$ cat config.mk
export PLATFORM = sky130hd
export DESIGN_NAME = neutral_pose_calibrator_unit
export DESIGN_NICKNAME = d
export VERILOG_FILES = /design/src/rtl/core/npc_pkg.sv /design/src/rtl/core/npc_divider.sv /design/src/rtl/core/npc_datapath.sv /design/src/rtl/core/npc_ctrl.sv /design/src/rtl/core/neutral_pose_calibrator_unit.sv
export SDC_FILE = /design/constraint.sdc
export NUM_CORES = 1
export LEC_CHECK = 0
export BUFFER_PORTS_ARGS = -buffer_cell sky130_fd_sc_hd__buf_2
export CAP_MARGIN = 20
export CORE_MARGIN = 2
export CORE_UTILIZATION = 50
export CTS_CLUSTER_SIZE = 10
export DETAILED_ROUTE_END_ITERATION = 10
export PLACE_DENSITY = 0.64
export SETUP_SLACK_MARGIN = 0.3
export SYNTH_ARGS = -nofsm -noshare
export SYNTH_HDL_FRONTEND = slang
export SYNTH_SLANG_ARGS = --single-unit
$ cat constraint.sdc
create_clock -name clock -period 11.5 [get_ports clock]
set_clock_uncertainty 0.15 [all_clocks]
set_input_delay 0.575 -clock clock [delete_from_list [all_inputs] [get_ports clock]]
set_output_delay 0.575 -clock clock [all_outputs]
set_load 0.01 [all_outputs]
$ cat src/rtl/core/npc_pkg.sv
`default_nettype none

package npc_pkg;

   // field widths
   localparam int TIME_W      = 48;
   localparam int ANGLE_W     = 15;
   localparam int OUT_ANGLE_W = ANGLE_W + 1;
   localparam int FIT_W       = 16;
   localparam int CONFIRM_W   = 32;
   localparam int LIMIT_W     = 15;
   localparam int CSR_DATA_W  = 32;
   localparam int CSR_INDEX_W = 2;

   // sample bound and the widths that follow from it
   localparam int MAX_SAMPLES = 65535;
   localparam int COUNT_W     = $clog2(MAX_SAMPLES + 1);
   localparam int TOTAL_W     = ANGLE_W + COUNT_W;

   // a mean of angles always fits an angle, so the quotient has angle width
   localparam int QUOT_W = ANGLE_W;
   localparam int STEP_W = $clog2(QUOT_W);

   // register indexes
   typedef enum logic [CSR_INDEX_W-1:0] {
      CSR_CONFIRM_TIME = 2'd0,
      CSR_YAW_LIMIT    = 2'd1,
      CSR_PITCH_LIMIT  = 2'd2
   } csr_index_type;

   // register reset values
   localparam logic [CONFIRM_W-1:0] CONFIRM_TIME_RESET = CONFIRM_W'(1000000);
   localparam logic [LIMIT_W-1:0]   YAW_LIMIT_RESET    = LIMIT_W'(640);
   localparam logic [LIMIT_W-1:0]   PITCH_LIMIT_RESET  = LIMIT_W'(640);

   // controller to datapath
   typedef struct packed {
      logic capture;
      logic clear;
      logic mark_time;
      logic track;
      logic restart_window;
      logic accumulate;
      logic div_start;
      logic set_offsets;
      logic load_out;
   } npc_cmd_type;

   // datapath to controller
   typedef struct packed {
      logic restart;
      logic skip;
      logic calibrated;
      logic spread_over;
      logic confirm_wait;
      logic div_busy;
      logic out_free;
   } npc_status_type;

endpackage

`default_nettype wire

$ cat src/rtl/core/npc_divider.sv
`default_nettype none

module npc_divider (
   input  logic                           clock,
   input  logic                           reset,
   input  logic                           start,
   input  logic [npc_pkg::TOTAL_W-1:0]    dividend,
   input  logic [npc_pkg::COUNT_W-1:0]    divisor,
   output logic                           busy,
   output logic [npc_pkg::QUOT_W-1:0]     quotient
);
   import npc_pkg::*;

   logic                busy_ff, busy_in;
   logic [STEP_W-1:0]   step_ff, step_in;
   logic [COUNT_W-1:0]  rem_ff, rem_in;
   logic [QUOT_W-1:0]   shift_ff, shift_in;
   logic [COUNT_W-1:0]  divisor_ff, divisor_in;
   logic [COUNT_W:0]    trial;
   logic                fits;

   // restoring division, one quotient bit a cycle; the upper dividend bits
   // start as remainder since the quotient never exceeds the angle width
   assign trial = {rem_ff, shift_ff[QUOT_W-1]};
   assign fits  = trial >= {1'b0, divisor_ff};

   always_comb begin
      busy_in    = busy_ff;
      step_in    = step_ff;
      rem_in     = rem_ff;
      shift_in   = shift_ff;
      divisor_in = divisor_ff;
      if (start) begin
         busy_in    = 1'b1;
         step_in    = STEP_W'(QUOT_W - 1);
         rem_in     = dividend[TOTAL_W-1:QUOT_W];
         shift_in   = dividend[QUOT_W-1:0];
         divisor_in = divisor;
      end else if (busy_ff) begin
         rem_in   = fits ? COUNT_W'(trial - {1'b0, divisor_ff}) : trial[COUNT_W-1:0];
         shift_in = {shift_ff[QUOT_W-2:0], fits};
         if (step_ff == '0) begin
            busy_in = 1'b0;
         end else begin
            step_in = step_ff - 1'b1;
         end
      end
   end

   always_ff @(posedge clock) begin
      if (reset) begin
         busy_ff <= 1'b0;
      end else begin
         busy_ff <= busy_in;
      end
      step_ff    <= step_in;
      rem_ff     <= rem_in;
      shift_ff   <= shift_in;
      divisor_ff <= divisor_in;
   end

   assign busy     = busy_ff;
   assign quotient = shift_ff;

endmodule

`default_nettype wire

$ cat src/rtl/core/npc_datapath.sv
`default_nettype none

module npc_datapath (
   input  logic                                clock,
   input  logic                                reset,
   input  npc_pkg::npc_cmd_type                cmd,
   output npc_pkg::npc_status_type             status,
   input  logic                                csr_write_enable,
   input  logic [npc_pkg::CSR_INDEX_W-1:0]     csr_index,
   input  logic [npc_pkg::CSR_DATA_W-1:0]      csr_write_data,
   input  logic                                req_func,
   input  logic [npc_pkg::TIME_W-1:0]          req_sample_time,
   input  logic                                req_angles_ok,
   input  logic signed [npc_pkg::ANGLE_W-1:0]  req_yaw_in,
   input  logic signed [npc_pkg::ANGLE_W-1:0]  req_pitch_in,
   input  logic signed [npc_pkg::ANGLE_W-1:0]  req_roll_in,
   input  logic [npc_pkg::FIT_W-1:0]           req_fit_error_in,
   output logic                                rsp_valid,
   input  logic                                rsp_stall,
   output logic signed [npc_pkg::OUT_ANGLE_W-1:0] rsp_yaw_out,
   output logic signed [npc_pkg::OUT_ANGLE_W-1:0] rsp_pitch_out,
   output logic signed [npc_pkg::ANGLE_W-1:0]  rsp_roll_out,
   output logic [npc_pkg::FIT_W-1:0]           rsp_fit_error_out
);
   import npc_pkg::*;

   localparam logic [COUNT_W-1:0] MAX_COUNT = COUNT_W'(MAX_SAMPLES);

   // configuration
   logic [CONFIRM_W-1:0] confirm_time_ff, confirm_time_in;
   logic [LIMIT_W-1:0]   yaw_limit_ff, yaw_limit_in;
   logic [LIMIT_W-1:0]   pitch_limit_ff, pitch_limit_in;

   // captured sample
   logic                      s_func_ff, s_func_in;
   logic [TIME_W-1:0]         s_time_ff, s_time_in;
   logic                      s_ok_ff, s_ok_in;
   logic signed [ANGLE_W-1:0] s_yaw_ff, s_yaw_in;
   logic signed [ANGLE_W-1:0] s_pitch_ff, s_pitch_in;
   logic signed [ANGLE_W-1:0] s_roll_ff, s_roll_in;
   logic [FIT_W-1:0]          s_fit_ff, s_fit_in;

   // calibration state
   logic                      calibrated_ff, calibrated_in;
   logic                      seen_ff, seen_in;
   logic [TIME_W-1:0]         last_time_ff, last_time_in;
   logic [TIME_W-1:0]         window_start_ff, window_start_in;
   logic signed [ANGLE_W-1:0] yaw_low_ff, yaw_low_in;
   logic signed [ANGLE_W-1:0] yaw_high_ff, yaw_high_in;
   logic signed [ANGLE_W-1:0] pitch_low_ff, pitch_low_in;
   logic signed [ANGLE_W-1:0] pitch_high_ff, pitch_high_in;
   logic signed [TOTAL_W-1:0] yaw_total_ff, yaw_total_in;
   logic signed [TOTAL_W-1:0] pitch_total_ff, pitch_total_in;
   logic [COUNT_W-1:0]        count_ff, count_in;
   logic [QUOT_W-1:0]         yaw_offset_ff, yaw_offset_in;
   logic [QUOT_W-1:0]         pitch_offset_ff, pitch_offset_in;
   logic                      yaw_neg_ff, yaw_neg_in;
   logic                      pitch_neg_ff, pitch_neg_in;

   // result register
   logic                          rsp_valid_ff, rsp_valid_in;
   logic [OUT_ANGLE_W-1:0]        rsp_yaw_ff, rsp_yaw_in;
   logic [OUT_ANGLE_W-1:0]        rsp_pitch_ff, rsp_pitch_in;
   logic [ANGLE_W-1:0]            rsp_roll_ff, rsp_roll_in;
   logic [FIT_W-1:0]              rsp_fit_ff, rsp_fit_in;

   // combinational helpers
   logic                      disabled;
   logic                      stale;
   logic [ANGLE_W:0]          yaw_spread;
   logic [ANGLE_W:0]          pitch_spread;
   logic [TIME_W-1:0]         elapsed;
   logic signed [TOTAL_W-1:0] yaw_ext;
   logic signed [TOTAL_W-1:0] pitch_ext;
   logic [TOTAL_W-1:0]        yaw_mag;
   logic [TOTAL_W-1:0]        pitch_mag;
   logic [TOTAL_W-1:0]        half_count;
   logic [TOTAL_W-1:0]        yaw_dividend;
   logic [TOTAL_W-1:0]        pitch_dividend;
   logic                      yaw_busy;
   logic                      pitch_busy;
   logic [QUOT_W-1:0]         yaw_quot;
   logic [QUOT_W-1:0]         pitch_quot;

   // sample classification
   assign disabled = (confirm_time_ff == '0) || (yaw_limit_ff == '0) || (pitch_limit_ff == '0);
   assign stale    = seen_ff && (s_time_ff <= last_time_ff);

   // spreads of the window, never negative
   assign yaw_spread   = {yaw_high_ff[ANGLE_W-1], yaw_high_ff}
                       - {yaw_low_ff[ANGLE_W-1], yaw_low_ff};
   assign pitch_spread = {pitch_high_ff[ANGLE_W-1], pitch_high_ff}
                       - {pitch_low_ff[ANGLE_W-1], pitch_low_ff};

   assign elapsed = s_time_ff - window_start_ff;

   assign yaw_ext   = {{(TOTAL_W-ANGLE_W){s_yaw_ff[ANGLE_W-1]}}, s_yaw_ff};
   assign pitch_ext = {{(TOTAL_W-ANGLE_W){s_pitch_ff[ANGLE_W-1]}}, s_pitch_ff};

   // rounded mean: magnitude plus half the count, sign put back afterwards
   assign yaw_mag    = yaw_total_ff[TOTAL_W-1] ? TOTAL_W'(-yaw_total_ff) : yaw_total_ff;
   assign pitch_mag  = pitch_total_ff[TOTAL_W-1] ? TOTAL_W'(-pitch_total_ff) : pitch_total_ff;
   assign half_count = TOTAL_W'(count_ff >> 1);
   assign yaw_dividend   = yaw_mag + half_count;
   assign pitch_dividend = pitch_mag + half_count;

   npc_divider yaw_div (
      .clock    (clock),
      .reset    (reset),
      .start    (cmd.div_start),
      .dividend (yaw_dividend),
      .divisor  (count_ff),
      .busy     (yaw_busy),
      .quotient (yaw_quot)
   );

   npc_divider pitch_div (
      .clock    (clock),
      .reset    (reset),
      .start    (cmd.div_start),
      .dividend (pitch_dividend),
      .divisor  (count_ff),
      .busy     (pitch_busy),
      .quotient (pitch_quot)
   );

   // status towards the controller
   always_comb begin
      status.restart      = s_func_ff;
      status.skip         = disabled || !s_ok_ff || stale;
      status.calibrated   = calibrated_ff;
      status.spread_over  = (yaw_spread > {1'b0, yaw_limit_ff})
                         || (pitch_spread > {1'b0, pitch_limit_ff});
      status.confirm_wait = (elapsed < TIME_W'(confirm_time_ff)) && (count_ff < MAX_COUNT);
      status.div_busy     = yaw_busy || pitch_busy;
      status.out_free     = !rsp_valid_ff || !rsp_stall;
   end

   // configuration writes
   always_comb begin
      confirm_time_in = confirm_time_ff;
      yaw_limit_in    = yaw_limit_ff;
      pitch_limit_in  = pitch_limit_ff;
      if (csr_write_enable) begin
         case (csr_index)
            CSR_CONFIRM_TIME: confirm_time_in = csr_write_data[CONFIRM_W-1:0];
            CSR_YAW_LIMIT:    yaw_limit_in    = csr_write_data[LIMIT_W-1:0];
            CSR_PITCH_LIMIT:  pitch_limit_in  = csr_write_data[LIMIT_W-1:0];
            default: begin
            end
         endcase
      end
   end

   // sample capture
   always_comb begin
      s_func_in  = s_func_ff;
      s_time_in  = s_time_ff;
      s_ok_in    = s_ok_ff;
      s_yaw_in   = s_yaw_ff;
      s_pitch_in = s_pitch_ff;
      s_roll_in  = s_roll_ff;
      s_fit_in   = s_fit_ff;
      if (cmd.capture) begin
         s_func_in  = req_func;
         s_time_in  = req_sample_time;
         s_ok_in    = req_angles_ok;
         s_yaw_in   = req_yaw_in;
         s_pitch_in = req_pitch_in;
         s_roll_in  = req_roll_in;
         s_fit_in   = req_fit_error_in;
      end
   end

   // calibration state updates
   always_comb begin
      calibrated_in   = calibrated_ff;
      seen_in         = seen_ff;
      last_time_in    = last_time_ff;
      window_start_in = window_start_ff;
      yaw_low_in      = yaw_low_ff;
      yaw_high_in     = yaw_high_ff;
      pitch_low_in    = pitch_low_ff;
      pitch_high_in   = pitch_high_ff;
      yaw_total_in    = yaw_total_ff;
      pitch_total_in  = pitch_total_ff;
      count_in        = count_ff;
      yaw_offset_in   = yaw_offset_ff;
      pitch_offset_in = pitch_offset_ff;
      yaw_neg_in      = yaw_neg_ff;
      pitch_neg_in    = pitch_neg_ff;

      if (cmd.clear) begin
         calibrated_in = 1'b0;
         seen_in       = 1'b0;
         count_in      = '0;
      end

      if (cmd.mark_time) begin
         seen_in      = 1'b1;
         last_time_in = s_time_ff;
      end

      // first sample opens the window, later ones widen the bounds
      if (cmd.track) begin
         if (count_ff == '0) begin
            window_start_in = s_time_ff;
            yaw_low_in      = s_yaw_ff;
            yaw_high_in     = s_yaw_ff;
            pitch_low_in    = s_pitch_ff;
            pitch_high_in   = s_pitch_ff;
         end else begin
            if (s_yaw_ff < yaw_low_ff)     yaw_low_in    = s_yaw_ff;
            if (s_yaw_ff > yaw_high_ff)    yaw_high_in   = s_yaw_ff;
            if (s_pitch_ff < pitch_low_ff) pitch_low_in  = s_pitch_ff;
            if (s_pitch_ff > pitch_high_ff) pitch_high_in = s_pitch_ff;
         end
      end

      // spread too wide: window restarts at this sample
      if (cmd.restart_window) begin
         window_start_in = s_time_ff;
         yaw_low_in      = s_yaw_ff;
         yaw_high_in     = s_yaw_ff;
         pitch_low_in    = s_pitch_ff;
         pitch_high_in   = s_pitch_ff;
         yaw_total_in    = yaw_ext;
         pitch_total_in  = pitch_ext;
         count_in        = COUNT_W'(1);
      end

      if (cmd.accumulate) begin
         yaw_total_in   = ((count_ff == '0) ? '0 : yaw_total_ff) + yaw_ext;
         pitch_total_in = ((count_ff == '0) ? '0 : pitch_total_ff) + pitch_ext;
         count_in       = count_ff + 1'b1;
      end

      if (cmd.div_start) begin
         yaw_neg_in   = yaw_total_ff[TOTAL_W-1];
         pitch_neg_in = pitch_total_ff[TOTAL_W-1];
      end

      if (cmd.set_offsets) begin
         yaw_offset_in   = yaw_neg_ff ? QUOT_W'(-yaw_quot) : yaw_quot;
         pitch_offset_in = pitch_neg_ff ? QUOT_W'(-pitch_quot) : pitch_quot;
         calibrated_in   = 1'b1;
      end
   end

   // result register
   always_comb begin
      rsp_valid_in = rsp_valid_ff;
      rsp_yaw_in   = rsp_yaw_ff;
      rsp_pitch_in = rsp_pitch_ff;
      rsp_roll_in  = rsp_roll_ff;
      rsp_fit_in   = rsp_fit_ff;
      if (rsp_valid_ff && !rsp_stall) begin
         rsp_valid_in = 1'b0;
      end
      if (cmd.load_out) begin
         rsp_valid_in = 1'b1;
         rsp_yaw_in   = {s_yaw_ff[ANGLE_W-1], s_yaw_ff}
                      - {yaw_offset_ff[QUOT_W-1], yaw_offset_ff};
         rsp_pitch_in = {s_pitch_ff[ANGLE_W-1], s_pitch_ff}
                      - {pitch_offset_ff[QUOT_W-1], pitch_offset_ff};
         rsp_roll_in  = s_roll_ff;
         rsp_fit_in   = s_fit_ff;
      end
   end

   always_ff @(posedge clock) begin
      if (reset) begin
         confirm_time_ff <= CONFIRM_TIME_RESET;
         yaw_limit_ff    <= YAW_LIMIT_RESET;
         pitch_limit_ff  <= PITCH_LIMIT_RESET;
         calibrated_ff   <= 1'b0;
         seen_ff         <= 1'b0;
         count_ff        <= '0;
         rsp_valid_ff    <= 1'b0;
      end else begin
         confirm_time_ff <= confirm_time_in;
         yaw_limit_ff    <= yaw_limit_in;
         pitch_limit_ff  <= pitch_limit_in;
         calibrated_ff   <= calibrated_in;
         seen_ff         <= seen_in;
         count_ff        <= count_in;
         rsp_valid_ff    <= rsp_valid_in;
      end
      s_func_ff       <= s_func_in;
      s_time_ff       <= s_time_in;
      s_ok_ff         <= s_ok_in;
      s_yaw_ff        <= s_yaw_in;
      s_pitch_ff      <= s_pitch_in;
      s_roll_ff       <= s_roll_in;
      s_fit_ff        <= s_fit_in;
      last_time_ff    <= last_time_in;
      window_start_ff <= window_start_in;
      yaw_low_ff      <= yaw_low_in;
      yaw_high_ff     <= yaw_high_in;
      pitch_low_ff    <= pitch_low_in;
      pitch_high_ff   <= pitch_high_in;
      yaw_total_ff    <= yaw_total_in;
      pitch_total_ff  <= pitch_total_in;
      yaw_offset_ff   <= yaw_offset_in;
      pitch_offset_ff <= pitch_offset_in;
      yaw_neg_ff      <= yaw_neg_in;
      pitch_neg_ff    <= pitch_neg_in;
      rsp_yaw_ff      <= rsp_yaw_in;
      rsp_pitch_ff    <= rsp_pitch_in;
      rsp_roll_ff     <= rsp_roll_in;
      rsp_fit_ff      <= rsp_fit_in;
   end

   assign rsp_valid         = rsp_valid_ff;
   assign rsp_yaw_out       = rsp_yaw_ff;
   assign rsp_pitch_out     = rsp_pitch_ff;
   assign rsp_roll_out      = rsp_roll_ff;
   assign rsp_fit_error_out = rsp_fit_ff;

endmodule

`default_nettype wire

$ cat src/rtl/core/npc_ctrl.sv
`default_nettype none

module npc_ctrl (
   input  logic                     clock,
   input  logic                     reset,
   input  logic                     req_valid,
   output logic                     req_stall,
   input  npc_pkg::npc_status_type  status,
   output npc_pkg::npc_cmd_type     cmd
);
   import npc_pkg::*;

   typedef enum logic [5:0] {
      ST_IDLE    = 6'b000001,
      ST_EVAL    = 6'b000010,
      ST_CHECK   = 6'b000100,
      ST_CONFIRM = 6'b001000,
      ST_DIVIDE  = 6'b010000,
      ST_EMIT    = 6'b100000
   } ctrl_state_type;

   ctrl_state_type state_ff, state_in;

   // next state and commands
   always_comb begin
      state_in = state_ff;
      cmd      = '0;
      case (state_ff)
         ST_IDLE: begin
            if (req_valid) begin
               cmd.capture = 1'b1;
               state_in    = ST_EVAL;
            end
         end
         ST_EVAL: begin
            if (status.restart) begin
               cmd.clear = 1'b1;
               state_in  = ST_IDLE;
            end else if (status.skip) begin
               state_in = ST_IDLE;
            end else if (status.calibrated) begin
               cmd.mark_time = 1'b1;
               state_in      = ST_EMIT;
            end else begin
               cmd.mark_time = 1'b1;
               cmd.track     = 1'b1;
               state_in      = ST_CHECK;
            end
         end
         ST_CHECK: begin
            if (status.spread_over) begin
               cmd.restart_window = 1'b1;
               state_in           = ST_IDLE;
            end else begin
               cmd.accumulate = 1'b1;
               state_in       = ST_CONFIRM;
            end
         end
         ST_CONFIRM: begin
            if (status.confirm_wait) begin
               state_in = ST_IDLE;
            end else begin
               cmd.div_start = 1'b1;
               state_in      = ST_DIVIDE;
            end
         end
         ST_DIVIDE: begin
            if (!status.div_busy) begin
               cmd.set_offsets = 1'b1;
               state_in        = ST_EMIT;
            end
         end
         ST_EMIT: begin
            if (status.out_free) begin
               cmd.load_out = 1'b1;
               state_in     = ST_IDLE;
            end
         end
         default: begin
            state_in = ST_IDLE;
         end
      endcase
   end

   always_ff @(posedge clock) begin
      if (reset) begin
         state_ff <= ST_IDLE;
      end else begin
         state_ff <= state_in;
      end
   end

   assign req_stall = (state_ff != ST_IDLE);

endmodule

`default_nettype wire

$ cat src/rtl/core/neutral_pose_calibrator_unit.sv
`default_nettype none

// Neutral pose calibrator. Takes timestamped yaw/pitch/roll/fit-error beats,
// drops invalid or non-increasing samples, and learns neutral yaw and pitch as
// the rounded means over a window whose spreads stay within the configured
// limits for confirm_time microseconds (or until the sample count reaches its
// bound). From the confirming sample onwards each sample comes out with the
// offsets subtracted; before that no result is produced. A restart beat
// (func = 1) clears the calibration, and any zero register disables the block.
// One item is in flight at a time: a restart or dropped sample visits idle and
// evaluate; a sample after calibration adds emit; an uncalibrated one adds
// check and confirm (only check when it reopens the window); the confirming
// one adds check, confirm, divide, where the two 15-step shift-subtract
// dividers form the means in parallel, and emit. A sample with a result waits
// in emit only while the previous result still waits in the output register
// under stall. The result sits in an output register, so a stalled result
// does not hold up the next sample's work until it too must be emitted.

module neutral_pose_calibrator_unit (
   input  logic                                   clock,
   input  logic                                   reset,
   input  logic                                   csr_write_enable,
   input  logic [npc_pkg::CSR_INDEX_W-1:0]        csr_index,
   input  logic [npc_pkg::CSR_DATA_W-1:0]         csr_write_data,
   input  logic                                   req_valid,
   output logic                                   req_stall,
   input  logic                                   req_func,
   input  logic [npc_pkg::TIME_W-1:0]             req_sample_time,
   input  logic                                   req_angles_ok,
   input  logic signed [npc_pkg::ANGLE_W-1:0]     req_yaw_in,
   input  logic signed [npc_pkg::ANGLE_W-1:0]     req_pitch_in,
   input  logic signed [npc_pkg::ANGLE_W-1:0]     req_roll_in,
   input  logic [npc_pkg::FIT_W-1:0]              req_fit_error_in,
   output logic                                   rsp_valid,
   input  logic                                   rsp_stall,
   output logic signed [npc_pkg::OUT_ANGLE_W-1:0] rsp_yaw_out,
   output logic signed [npc_pkg::OUT_ANGLE_W-1:0] rsp_pitch_out,
   output logic signed [npc_pkg::ANGLE_W-1:0]     rsp_roll_out,
   output logic [npc_pkg::FIT_W-1:0]              rsp_fit_error_out
);
   import npc_pkg::*;

   npc_cmd_type    cmd;
   npc_status_type status;

   // sequencing
   npc_ctrl ctrl (
      .clock     (clock),
      .reset     (reset),
      .req_valid (req_valid),
      .req_stall (req_stall),
      .status    (status),
      .cmd       (cmd)
   );

   // state, arithmetic and result register
   npc_datapath datapath (
      .clock             (clock),
      .reset             (reset),
      .cmd               (cmd),
      .status            (status),
      .csr_write_enable  (csr_write_enable),
      .csr_index         (csr_index),
      .csr_write_data    (csr_write_data),
      .req_func          (req_func),
      .req_sample_time   (req_sample_time),
      .req_angles_ok     (req_angles_ok),
      .req_yaw_in        (req_yaw_in),
      .req_pitch_in      (req_pitch_in),
      .req_roll_in       (req_roll_in),
      .req_fit_error_in  (req_fit_error_in),
      .rsp_valid         (rsp_valid),
      .rsp_stall         (rsp_stall),
      .rsp_yaw_out       (rsp_yaw_out),
      .rsp_pitch_out     (rsp_pitch_out),
      .rsp_roll_out      (rsp_roll_out),
      .rsp_fit_error_out (rsp_fit_error_out)
   );

endmodule

`default_nettype wire

## Word-level counts from Yosys, hierarchy flattened

Cells that the tools add are included.

| word-level totals | value |
|---|---|
| output and inout port bits | 65 |
| word-level logic and storage cells | 205 |
| bits in registers | 599 |
| RAM bits | 0 |
| input port bits | 150 |
| bits in read-only memories | 0 |
| memories | 0 |
| latch bits | 0 |

| cells by class | value |
|---|---|
| $add $sub $neg | 18 |
| reductions and logical operators | 44 |
| divide/modulo/power cells | 0 |
| mux-type cells | 78 |
| equality and inequality tests | 12 |
| magnitude comparators | 11 |
| shift-type cells | 0 |
| multiply operators | 0 |
| bitwise operators | 2 |

Operators by type and width:

| kind | count |
|---|---|
| 2-to-1 mux 15 bit | 22 |
| 2-to-1 mux 31 bit | 8 |
| 2-to-1 mux 16 bit | 9 |
| 2-to-1 mux 48 bit | 3 |
| subtractor 15 x 15 -> 16 bit | 4 |
| adder 31 x 15 -> 31 bit | 2 |
| adder 31 bit | 2 |
| negation 31 bit | 2 |
| less-or-equal comparator 48 bit | 1 |
| < comparator 48 x 32 -> 1 bit | 1 |
| subtractor 48 bit | 1 |
| 2-to-1 mux 6 bit | 6 |
| case mux 6 bit (6 select lines) | 1 |
| greater-or-equal comparator 17 x 16 -> 1 bit | 2 |
| greater-than comparator 16 x 15 -> 1 bit | 2 |
| logical NOT 32 bit | 1 |
| subtractor 16 bit | 2 |
| greater-than comparator 15 bit | 2 |
| logical NOT 15 bit | 2 |
| < comparator 15 bit | 2 |
| negation 15 bit | 2 |
| 2-to-1 mux 1 bit | 23 |
| AND reduction 2 bit | 10 |
| adder 16 x 1 -> 16 bit (second input constant) | 1 |
| other kinds (27) | 54 |

## Logic depth before layout (Yosys ltp)

| depth | value |
|---|---|
| word-level depth | 11 |
| gate-level depth with buffers | 28 |
| depth with buffers taken out | 27 |

## By module

From an unflattened synthesis, not the netlist that was laid out.

| second synthesis, totals | value |
|---|---|
| cells, all modules | 3870 |
| area total of the unflattened synthesis | 39260.2 sq um |

Modules (own cells, without submodules):

| module | instances | cells an instance | seq. area each (sq um) | area an instance (sq um) |
|---|---|---|---|---|
| npc_datapath | 1 | 3294 | 14353.8 | 32915.3 |
| npc_divider (datapath.yaw_div) | 1 | 268 | 1511.4 | 2996.6 |
| npc_divider (datapath.pitch_div) | 1 | 254 | 1511.4 | 2920.3 |
| npc_ctrl | 1 | 54 | 120.1 | 427.9 |

## Worst setup path after synthesis

No wires, ideal clock.

| timing | value |
|---|---|
| path kind | register to register |
| start point | register datapath.s_time_ff[47] |
| end point | register datapath.window_start_ff[0], enable pin |
| buffers on the path | 0 |
| arrival | 6.901 ns |
| clock period less this slack | 7.572 ns |
| path slack | 3.928 ns |
| cell stages (with the launch flop) | 12 |
| required time | 10.829 ns |
| library setup time | 0.521 ns |
| path through | edfxtp_1 ha_1 nand4_1 or2_2 nor4_1 nand3_1 a21oi_1 a221oi_1 a21oi_1 and2_1 nand2b_1 o21ai_0 |

| on the way | value |
|---|---|
| word-level cells in the longest chain between the ends | 8 |

Ends and longest elaborated chain:

| element | RTL line | text |
|---|---|---|
| from (decl) | npc_datapath.sv:36 | `logic [TIME_W-1:0] s_time_ff, s_time_in;` |
| from (signal assigned) | npc_datapath.sv:290 | `s_time_ff <= s_time_in;` |
| less-or-equal comparator 48 bit | npc_datapath.sv:87 | `assign stale = seen_ff && (s_time_ff <= last_time_ff);` |
| logical AND 1 bit | npc_datapath.sv:87 |  |
| logical OR 1 bit | npc_datapath.sv:130 | `status.skip = disabled \|\| !s_ok_ff \|\| stale;` |
| 2-to-1 mux 2 bit | npc_ctrl.sv:39 | `end else if (status.skip) begin` |
| 2-to-1 mux 2 bit | npc_ctrl.sv:36 | `if (status.restart) begin` |
| 2-to-1 mux 3 bit | npc_ctrl.sv:28 | `case (state_ff)` |
| nonzero test 2 bit (no line) | -- |  |
| AND reduction 2 bit (no line) | -- |  |
| to (signal assigned) | npc_datapath.sv:297 | `window_start_ff <= window_start_in;` |
| to (decl) | npc_datapath.sv:47 | `logic [TIME_W-1:0] window_start_ff, window_start_in;` |

Every way passes these cells.
A chain may end at the register's enable or synchronous reset.

## Final worst setup path

| timing | value |
|---|---|
| start point | register datapath.s_time_ff[0] |
| end point | register datapath.yaw_div.shift_ff[1] (netlist: datapath.yaw_div.quotient[1]) (data pin) |

| on the way | value |
|---|---|
| word-level cells in the longest chain between the ends | 6 |

Ends and longest elaborated chain:

| element | RTL line | text |
|---|---|---|
| subtractor 48 bit | npc_datapath.sv:95 | `assign elapsed = s_time_ff - window_start_ff;` |
| < comparator 48 x 32 -> 1 bit | npc_datapath.sv:134 | `status.confirm_wait = (elapsed < TIME_W'(confirm_time_ff)) && (count_ff < MAX_COUNT);` |
| logical AND 1 bit | npc_datapath.sv:134 |  |
| 2-to-1 mux 1 bit | npc_ctrl.sv:60 | `if (status.confirm_wait) begin` |
| 2-to-1 mux 1 bit | npc_ctrl.sv:28 |  |
| 2-to-1 mux 15 bit | npc_divider.sv:33 | `if (start) begin` |
| via datapath.yaw_div.shift_in[1] | npc_divider.sv:17 | `logic [QUOT_W-1:0] shift_ff, shift_in;` |
| to (signal assigned) | npc_divider.sv:58 | `shift_ff <= shift_in;` |
| to (decl) | npc_divider.sv:17 |  |

The timed path passes the listed nets, and every way through them passes these cells.

==> run metrics <==
Arr. time, crit path=7770 ps; die height=~280 µm; Routed wire per std cell=approximately 18 µm; CP Launch Type=flop; first-pass GRT wire length=between 150 and 200 mm; H-Tree Depth=3; clock-pin slew on the worst setup and hold paths=about 50 ps; antenna violations before repair=1; DR vias=~29,000; post-route clock period utilization=0.6578; num ports=215; worst setup path startpoint=datapath.s_time_ff[0]; Final Hold Vio Count=0; synth warn=0; FF+latch count, synth=roughly 600; Post-synth top flop=edfxtp_1; Die Wd=~280 µm; share of cells above drive strength 1=0.09181; Slew Limit Headroom=0.3316; DIE AREA=about 79,000 µm²; combinational fraction of design power=0.211; Starting Density=0.5058; top cells by area, synth=edfxtp_1 (39%), ha_1 (13%), dfxtp_1 (5.0%); synthesized instance count=3,832; nets=around 4,700; R2R Path Start=datapath.s_time_ff[0]; min cycle time layout=approximately 7600 ps; busiest grt layer=met2; endpoints failing setup=0; CTS buffer count=74; routed vias/inst=approximately 5.5; met1 usage=0.3479; Sequential Power Share=0.435; Clk pwr share=0.354; vias in the first global route=28,050; DRT Pass-1 Iters=6; Post-Route WL=roughly 96 mm; max-cap viol count=0; Post-Syn Nets=4,397; setup_tns=0 ps; CP endpoint kind=flop; Final Slew Violations=0; RSZ-0062 raised after global routing=false; critical path required time=11,710 ps; Pwr Density=140.6 nW/µm²; drt drc=0; clock tree buffer depth=3; Syn Area/Cell=about 10 µm²; status=finished, final reports clean; actual slew at the worst max-slew pin=between 1000 and 1500 ps; Final ANT Viol Nets=0; Max VDD drop=about 0.00013 V; Sink Count=approximately 600; met2 Use GR=0.3753; final instance area=between 40,000 and 50,000 µm²; internal power=4372 µW; leakage power figure=0.01822 µW; EDFF count, synth=roughly 500; fmax=approximately 0.13 GHz; grt ovf=0; share of the synthesized area in the top cell type=0.3918; GPL Wtd Cong=between 0.8 and 0.9; final std cells w/o fill=between 5,000 and 6,000; Crit Path Max Fanout=64; met3 global-route usage=0.03489; CP Class=reg -> reg; area grow syn2layout=14.49%; Placed Cells=around 5,000; largest net degree at the start of global routing=between 80 and 90; Post-DP HPWL=roughly 70 mm; Sw Share=0.2939; postcts setup bufs=0; net switching power figure=~1800 µW; Synth cell types=76; # port buffers=about 210; worst-skew pair later-pin latency=630 ps; post-synthesis sequential area ratio=0.4422; 1st-iter DRT viols=roughly 2,100; fraction of registers with async set/reset=0; mapped cell area=between 30,000 and 40,000 µm²; TritonCTS clock tree=yes; cell taking the most area after synthesis=edfxtp_1; Worst Hold Class=in -> reg; Hold Crit Start=csr_write_data[18]; # rows=between 100 and 150; Pwr Total=around 6200 µW; Tot GR Track Use=0.2417; CTS root buffer=clkbuf_16; area of the core=roughly 76,000 µm²; DP Area=40,700 µm²
-- worst paths after layout --
kind | endpoint | slack, ps | depth (start not counted)
max reg2reg | datapath.yaw_div.quotient[1] | 3940 | 26
max | datapath.yaw_div.quotient[1] | 3940 | 26
min | datapath.confirm_time_ff[18] | 20 | 2
min reg2reg | datapath.rsp_fit_error_out[15] | 260 | 0
-- cells by family after synthesis --
| group | synth area share |
|---|---|
| simple gates | 0.1341 |
| buf+inv | 0.04702 |
| mux | 0.02240 |
| xor+xnor | 0.06601 |
| compound gates | 0.1511 |
| fa+ha+maj | 0.1371 |
| flops | 0.4422 |
-- synthesized netlist by cell type, drive strengths merged, types with 57 or more instances --
library cell and n:
clkbuf 84, nand4 57, and2 71, ha 404, edfxtp 502, o21ai 243, dfxtp 97, nor2 197
nand2 337, inv 376, a21oi 269, xnor2 199, nor3 70, xor2 91, a21o 107
-- power by group through the flow --
| stage | sequential (µW) | combinational [µW] | clock (µW) |
|---|---|---|---|
| 6_report | 2690 | 1310 | 2190 |
| 5_1_grt | 2710 | 1490 | 2310 |
| 4_1_cts | 2700 | 1300 | 2230 |
| 3_5_place_dp | 2740 | 1260 | 0 |
| 3_3_place_gp | 2740 | 1250 | 0 |
| 2_1_floorplan | 2690 | 927 | 0 |
-- registers in the layout (all words and copies together) (netlist names), 16 cells and up --
name,count
datapath.yaw_div.divisor_ff,16
datapath.window_start_ff,48
datapath.yaw_div.rem_ff,16
datapath.rsp_pitch_out,16
datapath.yaw_total_ff,31
datapath.rsp_fit_error_out,16
datapath.s_time_ff,48
datapath.count_ff,16
datapath.pitch_total_ff,31
datapath.last_time_ff,48
datapath.pitch_div.rem_ff,16
datapath.rsp_yaw_out,16
datapath.confirm_time_ff,32
datapath.s_fit_ff,16
-- metrics by stage --
step	hold slack, ps	setup slack, ps	utilization
after CTS	1.025	4079	0.5791
after floorplan	250.3	3928	-
after global placement	250.6	4310	0.5350
after detailed placement	254.5	4109	0.5350
final	21.07	3935	0.5791
after global routing	2.809	3596	0.5791
-- layer usage --
metal | share of wire | wire [µm] | vias to the layer above
li1 | - | - | 14560
met1 | 0.48 | 45830 | 13610
met2 | 0.43 | 41640 | 793
met3 | 0.058 | 5511 | 144
met4 | 0.029 | 2747 | 0
met5 | 0 | 0 | -
-- worst max-delay path, cell delays in order, from the launching register on --
cell and delay [ps]:
edfxtp_1 400, inv_1 120, ha_1 160, inv_1 50
fa_1 400, a21o_1 210, a311o_1 440, a31o_1 290
a31o_1 280, a311o_1 410, a211oi_2 300, xnor2_1 170
ha_1 250, nand4_1 130, a21oi_1 70, a311oi_1 220
o2111ai_1 140, a21oi_1 140, o211ai_1 100, a2111oi_0 450
o2111ai_1 210, or4_1 580, o21ai_4 170, buf_4 420
inv_2 60, buf_4 390, mux2_1 450
-- layout make-up --
| type | count | area [µm²] |
|---|---|---|
| fillers | 6648 | 32020 |
| clock buffers | 109 | 2096 |
| multi-input cells | 2763 | 19710 |
| clock inverters | 14 | 133.9 |
| repair buffers | 354 | 2402 |
| flip-flops and latches | 599 | 17020 |
| well taps | 1030 | 1289 |
| diodes | 1 | 2.502 |
| inverters | 376 | 1411 |
-- placed cells by master, fill, tap and decap left out, drive strengths merged, types with 91 or more instances in the layout --
cell         count
o21ai          243
clkbuf         109
edfxtp         502
dfxtp           97
a21oi          269
a21o           107
nor2           197
dlygate4sd3    112
nand2          337
buf            242
ha             404
xor2            91
xnor2          199
inv            378
-- what timing repair did --
action / 4_1_cts / 5_1_grt
hold endpoints to repair: 112 / 0
gates resized for setup: 0 / 0
hold buffers: 112 / 0
(Power assumes the default switching activity.)
